===== src/hdl/lusf_pkg.sv =====
`timescale 1ns / 1ps

package lusf_pkg;

  // Fixed field widths of the ports
  localparam int CFG_W      = 7;
  localparam int SIDE_OUT_W = 7;
  localparam int POS_OUT_W  = 6;

  // Matrix side after reset
  localparam logic [CFG_W-1:0] CFG_SIDE_RESET = 7'd64;

  // Per-cell control from the scan stage to the best-square tracker
  typedef struct packed {
    logic fire;       // a cell is transferred this cycle
    logic frame_end;  // that cell is the last one of the matrix
    logic restart;    // side length rewritten, drop the matrix in progress
  } lusf_ctl_t;

endpackage


===== src/hdl/lusf_ram.sv =====
`timescale 1ns / 1ps

module lusf_ram #(
  parameter int WIDTH = 8,
  parameter int DEPTH = 64
) (
  input  logic                     clk,
  input  logic                     we,
  input  logic [$clog2(DEPTH)-1:0] waddr,
  input  logic [WIDTH-1:0]         wdata,
  input  logic [$clog2(DEPTH)-1:0] raddr,
  output logic [WIDTH-1:0]         rdata
);

  logic [WIDTH-1:0] mem [DEPTH];
  logic [WIDTH-1:0] rdata_r;

  // One write port, one registered read port
  always_ff @(posedge clk) begin
    if (we) begin
      mem[waddr] <= wdata;
    end
    rdata_r <= mem[raddr];
  end

  assign rdata = rdata_r;

endmodule


===== src/hdl/lusf_scan.sv =====
`timescale 1ns / 1ps

module lusf_scan #(
  parameter int MAX_SIDE = 64,
  parameter int CW       = $clog2(MAX_SIDE),
  parameter int SW       = $clog2(MAX_SIDE + 1)
) (
  input  logic                       clk,
  input  logic                       rst_n,
  input  logic                       cfg_we,
  input  logic [lusf_pkg::CFG_W-1:0] cfg_side,
  input  logic                       fire,
  input  logic                       cell_bit,
  output lusf_pkg::lusf_ctl_t        ctl,
  output logic [SW-1:0]              cell_side,
  output logic [CW-1:0]              cell_row,
  output logic [CW-1:0]              cell_col
);

  import lusf_pkg::*;

  logic [CFG_W-1:0] side_length_r;
  logic [CW-1:0]    row_r, row_nxt;
  logic [CW-1:0]    col_r, col_nxt;
  logic             left_bit_r;
  logic [SW-1:0]    left_side_r;
  logic             diag_bit_r;
  logic [SW-1:0]    diag_side_r;
  logic [SW-1:0]    n_eff;
  logic             col_last, row_last;
  logic [SW:0]      lb_rdata, lb_wdata;
  logic             up_bit;
  logic [SW-1:0]    up_side;
  logic             grow;
  logic [SW-1:0]    min_ul, min_all, side;

  // Effective side: zero acts as one, clamp at MAX_SIDE
  always_comb begin
    if (side_length_r == '0) begin
      n_eff = SW'(1);
    end else if (int'(side_length_r) > MAX_SIDE) begin
      n_eff = SW'(MAX_SIDE);
    end else begin
      n_eff = SW'(side_length_r);
    end
  end

  assign col_last = (SW'(col_r) + SW'(1)) == n_eff;
  assign row_last = (SW'(row_r) + SW'(1)) == n_eff;

  // Previous-row line buffer: {bit, side} per column
  assign up_bit   = lb_rdata[SW];
  assign up_side  = lb_rdata[SW-1:0];
  assign lb_wdata = {cell_bit, side};

  // Side of the largest uniform square ending at this cell
  assign grow    = (row_r != '0) && (col_r != '0) && (up_bit == cell_bit) &&
                   (left_bit_r == cell_bit) && (diag_bit_r == cell_bit);
  assign min_ul  = (up_side < left_side_r) ? up_side : left_side_r;
  assign min_all = (min_ul < diag_side_r) ? min_ul : diag_side_r;
  assign side    = grow ? (min_all + SW'(1)) : SW'(1);

  // Scan position of the next cell
  always_comb begin
    row_nxt = row_r;
    col_nxt = col_r;
    if (cfg_we) begin
      row_nxt = '0;
      col_nxt = '0;
    end else if (fire) begin
      if (col_last) begin
        col_nxt = '0;
        row_nxt = row_last ? '0 : (row_r + CW'(1));
      end else begin
        col_nxt = col_r + CW'(1);
      end
    end
  end

  always_ff @(posedge clk) begin
    if (!rst_n) begin
      side_length_r <= CFG_SIDE_RESET;
      row_r         <= '0;
      col_r         <= '0;
    end else begin
      if (cfg_we) begin
        side_length_r <= cfg_side;
      end
      row_r <= row_nxt;
      col_r <= col_nxt;
    end
  end

  // Left and upper-left neighbors
  always_ff @(posedge clk) begin
    if (fire) begin
      left_bit_r  <= cell_bit;
      left_side_r <= side;
      diag_bit_r  <= up_bit;
      diag_side_r <= up_side;
    end
  end

  // Read address follows the next cell's column, so data is ready on arrival
  lusf_ram #(
    .WIDTH(SW + 1),
    .DEPTH(MAX_SIDE)
  ) u_line (
    .clk  (clk),
    .we   (fire),
    .waddr(col_r),
    .wdata(lb_wdata),
    .raddr(col_nxt),
    .rdata(lb_rdata)
  );

  assign ctl.fire      = fire;
  assign ctl.frame_end = col_last && row_last;
  assign ctl.restart   = cfg_we;
  assign cell_side     = side;
  assign cell_row      = row_r;
  assign cell_col      = col_r;

endmodule


===== src/hdl/lusf_best.sv =====
`timescale 1ns / 1ps

module lusf_best #(
  parameter int MAX_SIDE = 64,
  parameter int CW       = $clog2(MAX_SIDE),
  parameter int SW       = $clog2(MAX_SIDE + 1)
) (
  input  logic                           clk,
  input  logic                           rst_n,
  input  lusf_pkg::lusf_ctl_t            ctl,
  input  logic [SW-1:0]                  cell_side,
  input  logic [CW-1:0]                  cell_row,
  input  logic [CW-1:0]                  cell_col,
  input  logic                           out_ready,
  output logic                           out_valid,
  output logic [lusf_pkg::SIDE_OUT_W-1:0] out_square_side,
  output logic [lusf_pkg::POS_OUT_W-1:0]  out_corner_row,
  output logic [lusf_pkg::POS_OUT_W-1:0]  out_corner_col,
  output logic                           free
);

  import lusf_pkg::*;

  logic [SW-1:0]         best_side_r, best_side_nxt;
  logic [CW-1:0]         best_row_r, best_row_nxt;
  logic [CW-1:0]         best_col_r, best_col_nxt;
  logic                  out_valid_r;
  logic [SIDE_OUT_W-1:0] side_out_r;
  logic [POS_OUT_W-1:0]  row_out_r, col_out_r;
  logic                  take;

  // Ties go to the later corner
  assign take          = cell_side >= best_side_r;
  assign best_side_nxt = take ? cell_side : best_side_r;
  assign best_row_nxt  = take ? cell_row  : best_row_r;
  assign best_col_nxt  = take ? cell_col  : best_col_r;

  // Output register frees up when it is empty or drained this cycle
  assign free = !out_valid_r || out_ready;

  always_ff @(posedge clk) begin
    if (!rst_n) begin
      best_side_r <= '0;
      best_row_r  <= '0;
      best_col_r  <= '0;
      out_valid_r <= 1'b0;
    end else begin
      if (ctl.restart || (ctl.fire && ctl.frame_end)) begin
        best_side_r <= '0;
        best_row_r  <= '0;
        best_col_r  <= '0;
      end else if (ctl.fire) begin
        best_side_r <= best_side_nxt;
        best_row_r  <= best_row_nxt;
        best_col_r  <= best_col_nxt;
      end
      if (ctl.fire && ctl.frame_end) begin
        out_valid_r <= 1'b1;
      end else if (out_ready) begin
        out_valid_r <= 1'b0;
      end
    end
  end

  // Result payload: corner moved from bottom-right to top-left
  always_ff @(posedge clk) begin
    if (ctl.fire && ctl.frame_end) begin
      side_out_r <= SIDE_OUT_W'(best_side_nxt);
      row_out_r  <= POS_OUT_W'(32'(best_row_nxt) + 32'd1 - 32'(best_side_nxt));
      col_out_r  <= POS_OUT_W'(32'(best_col_nxt) + 32'd1 - 32'(best_side_nxt));
    end
  end

  assign out_valid       = out_valid_r;
  assign out_square_side = side_out_r;
  assign out_corner_row  = row_out_r;
  assign out_corner_col  = col_out_r;

endmodule


===== src/hdl/largest_uniform_square_finder.sv =====
`timescale 1ns / 1ps
// The result is registered and valid on out_ in the cycle after the last cell's transfer.
// Throughput: one cell per cycle when input is not stalled; the previous-row line buffer
// is read ahead at the next column, so the per-cell path is a 3-way min and compare.
// A pending result stalls input only while out_ready is low.
// Reset (rst_n low, synchronous): side length 64, scan at row 0 column 0,
// no result pending; line buffer contents need no clearing.

module largest_uniform_square_finder #(
  parameter int MAX_SIDE = 64
) (
  input  logic                            clk,
  input  logic                            rst_n,
  input  logic                            cfg_valid,
  output logic                            cfg_ready,
  input  logic [lusf_pkg::CFG_W-1:0]      cfg_side_length,
  input  logic                            in_valid,
  output logic                            in_ready,
  input  logic                            in_cell_bit,
  output logic                            out_valid,
  input  logic                            out_ready,
  output logic [lusf_pkg::SIDE_OUT_W-1:0] out_square_side,
  output logic [lusf_pkg::POS_OUT_W-1:0]  out_corner_row,
  output logic [lusf_pkg::POS_OUT_W-1:0]  out_corner_col
);

  import lusf_pkg::*;

  localparam int CW = $clog2(MAX_SIDE);
  localparam int SW = $clog2(MAX_SIDE + 1);

  lusf_ctl_t     ctl;
  logic [SW-1:0] cell_side;
  logic [CW-1:0] cell_row;
  logic [CW-1:0] cell_col;
  logic          free;
  logic          fire;

  // Configuration writes always complete
  assign cfg_ready = 1'b1;
  assign in_ready  = free;
  assign fire      = in_valid && free;

  lusf_scan #(
    .MAX_SIDE(MAX_SIDE)
  ) u_scan (
    .clk      (clk),
    .rst_n    (rst_n),
    .cfg_we   (cfg_valid),
    .cfg_side (cfg_side_length),
    .fire     (fire),
    .cell_bit (in_cell_bit),
    .ctl      (ctl),
    .cell_side(cell_side),
    .cell_row (cell_row),
    .cell_col (cell_col)
  );

  lusf_best #(
    .MAX_SIDE(MAX_SIDE)
  ) u_best (
    .clk            (clk),
    .rst_n          (rst_n),
    .ctl            (ctl),
    .cell_side      (cell_side),
    .cell_row       (cell_row),
    .cell_col       (cell_col),
    .out_ready      (out_ready),
    .out_valid      (out_valid),
    .out_square_side(out_square_side),
    .out_corner_row (out_corner_row),
    .out_corner_col (out_corner_col),
    .free           (free)
  );

endmodule


===== config.mk =====
export PLATFORM = sky130hd
export DESIGN_NAME = largest_uniform_square_finder
export DESIGN_NICKNAME = d
export VERILOG_FILES = /design/src/hdl/lusf_pkg.sv /design/src/hdl/lusf_ram.sv /design/src/hdl/lusf_scan.sv /design/src/hdl/lusf_best.sv /design/src/hdl/largest_uniform_square_finder.sv
export SDC_FILE = /design/constraint.sdc
export NUM_CORES = 1
export LEC_CHECK = 0
export ABC_AREA = 0
export BUFFER_PORTS_ARGS = -buffer_cell sky130_fd_sc_hd__clkbuf_2
export CAP_MARGIN = 20
export CELL_PAD_IN_SITES_DETAIL_PLACEMENT = 1
export CELL_PAD_IN_SITES_GLOBAL_PLACEMENT = 1
export CORE_MARGIN = 5
export CORE_UTILIZATION = 53
export DETAILED_ROUTE_END_ITERATION = 10
export HOLD_SLACK_MARGIN = 0.05
export PLACE_DENSITY = 0.77
export SKIP_LAST_GASP = 1
export SYNTH_ARGS = -nofsm -noshare
export SYNTH_HDL_FRONTEND = slang
export SYNTH_SLANG_ARGS = --single-unit

===== constraint.sdc =====
create_clock -name clk -period 13.4 [get_ports clk]
set_input_delay 1.34 -clock clk [delete_from_list [all_inputs] [get_ports clk]]
set_output_delay 1.34 -clock clk [all_outputs]
set_load 0.03 [all_outputs]

==> summary.md <==
| Metric | Value |
|---|---|
| Run status | finished, final reports clean |
| CP Class | flop to flop |
| Critical path buffers and inverters | 7 |
| TritonCTS clock tree | done |
| Arr. time, crit path | between 9 and 10 ns |
| Vias | approximately 16000 |
| NumNets Final | roughly 1900 |
| Most numerous cell on the critical path | ha_1 |
| Syn Std Cell Area | ~25000 um^2 |
| Worst Setup Start Kind | flop |
| Setup crit end kind | flop |
| Net load switching power | about 830 uW |
| Post-synth EDFFs | 547 |
| WL/cell | about 27 um |
| Syn Inst Count | 1770 |
| Count leader, synth | edfxtp_1 |
| FP Rows | 79 |
| Clk Latency, worst-skew pair | approximately 0.63 ns |
| Cts repair resizes | 0 |
| Minimum clock period after layout | 8.85 ns |
| Synth Flop Type | edfxtp_1 |
| Synth cell types | 86 |
| Logic pwr share | 4.5% |
| Root Buffer | clkbuf_16 |
| Pint | just over 3 mW |
| Vias in the first global route | about 16000 |
| Yosys top cell by area | edfxtp_1 |
| PD cells | approximately 140 nW/um^2 |
| Post-route setup TNS | 0 ns |
| Num CTS Buffers | 61 |
| Fraction of layout cells with a size suffix above 1 | between 10 and 15% |
| # IOs | 35 |
| Yosys top cell area share | 65.8% |
| Setup bufs post-CTS | 0 |
| Post-synthesis async set-or-reset flop share | 0% |
| RePlAce Congestion | between 0.8 and 0.9 |
| Max stage delay cell, worst path | buf_4 |
| Seq pwr share | between 50% and 60% |
| Max-cap viol count | 0 |
| Drt initial violations | between 1000 and 1500 |
| Tot Pwr | 3.86 mW |
| Final Hold Fails | 0 |
| Final slew viol count | 0 |
| Core area | 46600 um^2 |
| Total gr overflow | 0 |
| Crit path max fanout | between 60 and 70 |
| Fill count | about 4400 |
| FF-to-FF setup slack | 4.55 ns |
| Leading post-synthesis cells by cell area | edfxtp_1, dfxtp_1, nand2_1 |
| Die Span Y | roughly 230 um |
| Top cells by count, synth | edfxtp_1, nand2_1, nor2_1 |
| Worst Path Required | between 10 and 15 ns |
| Cts hold-fix bufs | 0 |
| Leakage | slightly below 10 nW |
| Final setup violation count | 0 |
| Sequential fraction of the synthesis area | between 60% and 70% |
| HPWL Detailed | around 43 mm |
| Final ANT Viol Nets | 0 |
| Total GRT Usage | between 20% and 30% |
| Unrepaired setup endpoints after global routing | no |
| Yosys reg bits | about 600 |
| Setup Skew | roughly 0.034 ns |
| Syn Area/Cell | ~14 um^2 |
| Starting Density | a little over half |
| DRC | 0 |
| Switch share | ~21% |
| TritonCTS Sinks | 594 |
| Final worst-path cycle share | around two thirds |
| Worst VDD drop | about 0.12 mV |
| Worst slew margin | between 20% and 30% |
| Die Span X | 227 um |
| IO Port Bufs | 33 |
| Max Root-Sink Buffers | 3 |
| Mapped Nets | about 1800 |
| Total routed wirelength | around 68 mm |
| H-tree lvl count | 2 |
| First-pass DRT Iterations | 8 |
| Max Freq | 0.113 GHz |
| Initial antenna violation count | 1 |
| DR vias/cell | 6.38 |
| Layout Area Growth over Synthesis | 11.1% |
| Clock transition at path regs | about 0.060 ns |
| Hold Path Class | flop to flop |
| Clock Power Share | between 40% and 50% |
| YS warnings | 0 |
| Crit path max-delay family | compound AO/OA/AOI/OAI gates |
| Die ar. | between 50000 and 60000 um^2 |
| CP peak stage delay | between 0.5 and 0.6 ns |
| Antenna Cells | 0 |
| Worst-margin pin slew | ~1.2 ns |
| Wire length of the first global-routing pass | roughly 100 mm |
| Largest net degree at the start of global routing | 70 |
-- sequential cells by signal, summed over array words and instances, names as in the netlist, 6 cells and up --
register,flops
u_scan.left_side_r,7
u_best.best_col_r,6
u_scan.u_line.rdata,8
u_scan.diag_side_r,7
u_best.out_corner_row,6
u_scan.cell_col,6
u_scan.cell_row,6
u_best.out_square_side,7
u_scan.u_line.mem,512
u_scan.side_length_r,7
u_best.best_side_r,7
u_best.out_corner_col,6
u_best.best_row_r,6
-- placed cells by master, fill, tap and decap left out, types with 14 or more instances in the layout --
cell type and count:
inv_1 38, ha_1 42, o2111ai_1 24, a21o_1 14, clkbuf_16 62, edfxtp_1 547
xnor2_1 28, nor3_1 29, mux2_2 20, a21oi_1 39, a32oi_1 17, nand3_1 41
clkbuf_2 33, nand4_1 35, a222oi_1 15, nor2_1 145, clkinv_2 14, o21ai_0 17
a221oi_1 16, a22oi_1 48, mux2i_1 66, nand2_1 225, clkinv_1 16, a2bb2oi_1 15
buf_4 28, dfxtp_1 47
-- final timing paths --
check | startpoint | depth (start not counted) | end
max | u_scan.left_side_r[4] | 41 | u_best.out_corner_col[5]
min | u_best.best_row_r[5] | 2 | u_best.best_row_r[5]
max reg2reg | u_scan.left_side_r[4] | 41 | u_best.out_corner_col[5]
min reg2reg | u_best.best_row_r[5] | 2 | u_best.best_row_r[5]
-- stage by stage --
stage	utilization, %	hold WS [ns]	setup WS [ns]	std cells	area [um^2]
after floorplan	-	0.426	3.86	1770	25000
after global placement	55.3	0.445	5.17	2343	25700
after CTS	59.5	0.464	4.51	2456	27700
after global routing	59.6	0.481	3.91	2461	27700
after detailed placement	55.3	0.457	4.59	2343	25700
final	59.6	0.463	4.55	2461	27700
-- final cells by class --
type                    count  area, um^2  share of cell area (%)
well taps                 607         759                    2.74
clock inverters            38         353                    1.27
inverters                  42         158                   0.568
flip-flops and latches    594       17400                    62.6
repair buffers             64         409                    1.47
clock buffers              75        1610                    5.81
multi-input cells        1041        7080                    25.5
-- layer usage --
metal | part of all wire [%] | GRT usage [%] | wire length [um] | up-vias
met4 | 3.1 | 8.41 | 2100 | 0
met1 | 39 | 34.3 | 26600 | 8052
met2 | 51 | 45.9 | 34300 | 604
li1 | - | - | - | 6895
met3 | 6.7 | 4.46 | 4540 | 140
met5 | 0 | 0 | 0 | -
-- power groups by stage --
stage	registers, mW	clock network, mW	logic [mW]
finish	2.02	1.67	0.172
global route	2.02	1.78	0.187
CTS	2.02	1.69	0.173
detailed placement	2.06	0	0.172
global placement	2.06	0	0.166
floorplan	2.05	0	0.118
-- cells by family (layout without fill, tap and decap cells) --
kind of cell	count (synthesis)	in the layout	share of synthesized area (%)
AO/OA/AOI/OAI	306	306	9.48
XOR/XNOR	40	40	1.52
adder cells (fa/ha/maj)	44	44	2.27
buffers and inverters	135	219	2.43
flip-flops	594	594	69.6
multiplexers	96	96	4.42
other	1	1	0.0150
AND/OR/NAND/NOR	554	554	10.3
-- worst reg2reg max path: cells and delay by family (launching register included) --
family / cells / cell delay [ns]
compound gates: 14 / 2.64
xor+xnor: 4 / 0.56
fa+ha+maj: 7 / 2.12
buf+inv: 7 / 1.24
flops: 1 / 0.36
mux: 2 / 0.43
simple gates: 7 / 1.24
Power figures use the tool's default switching activity.
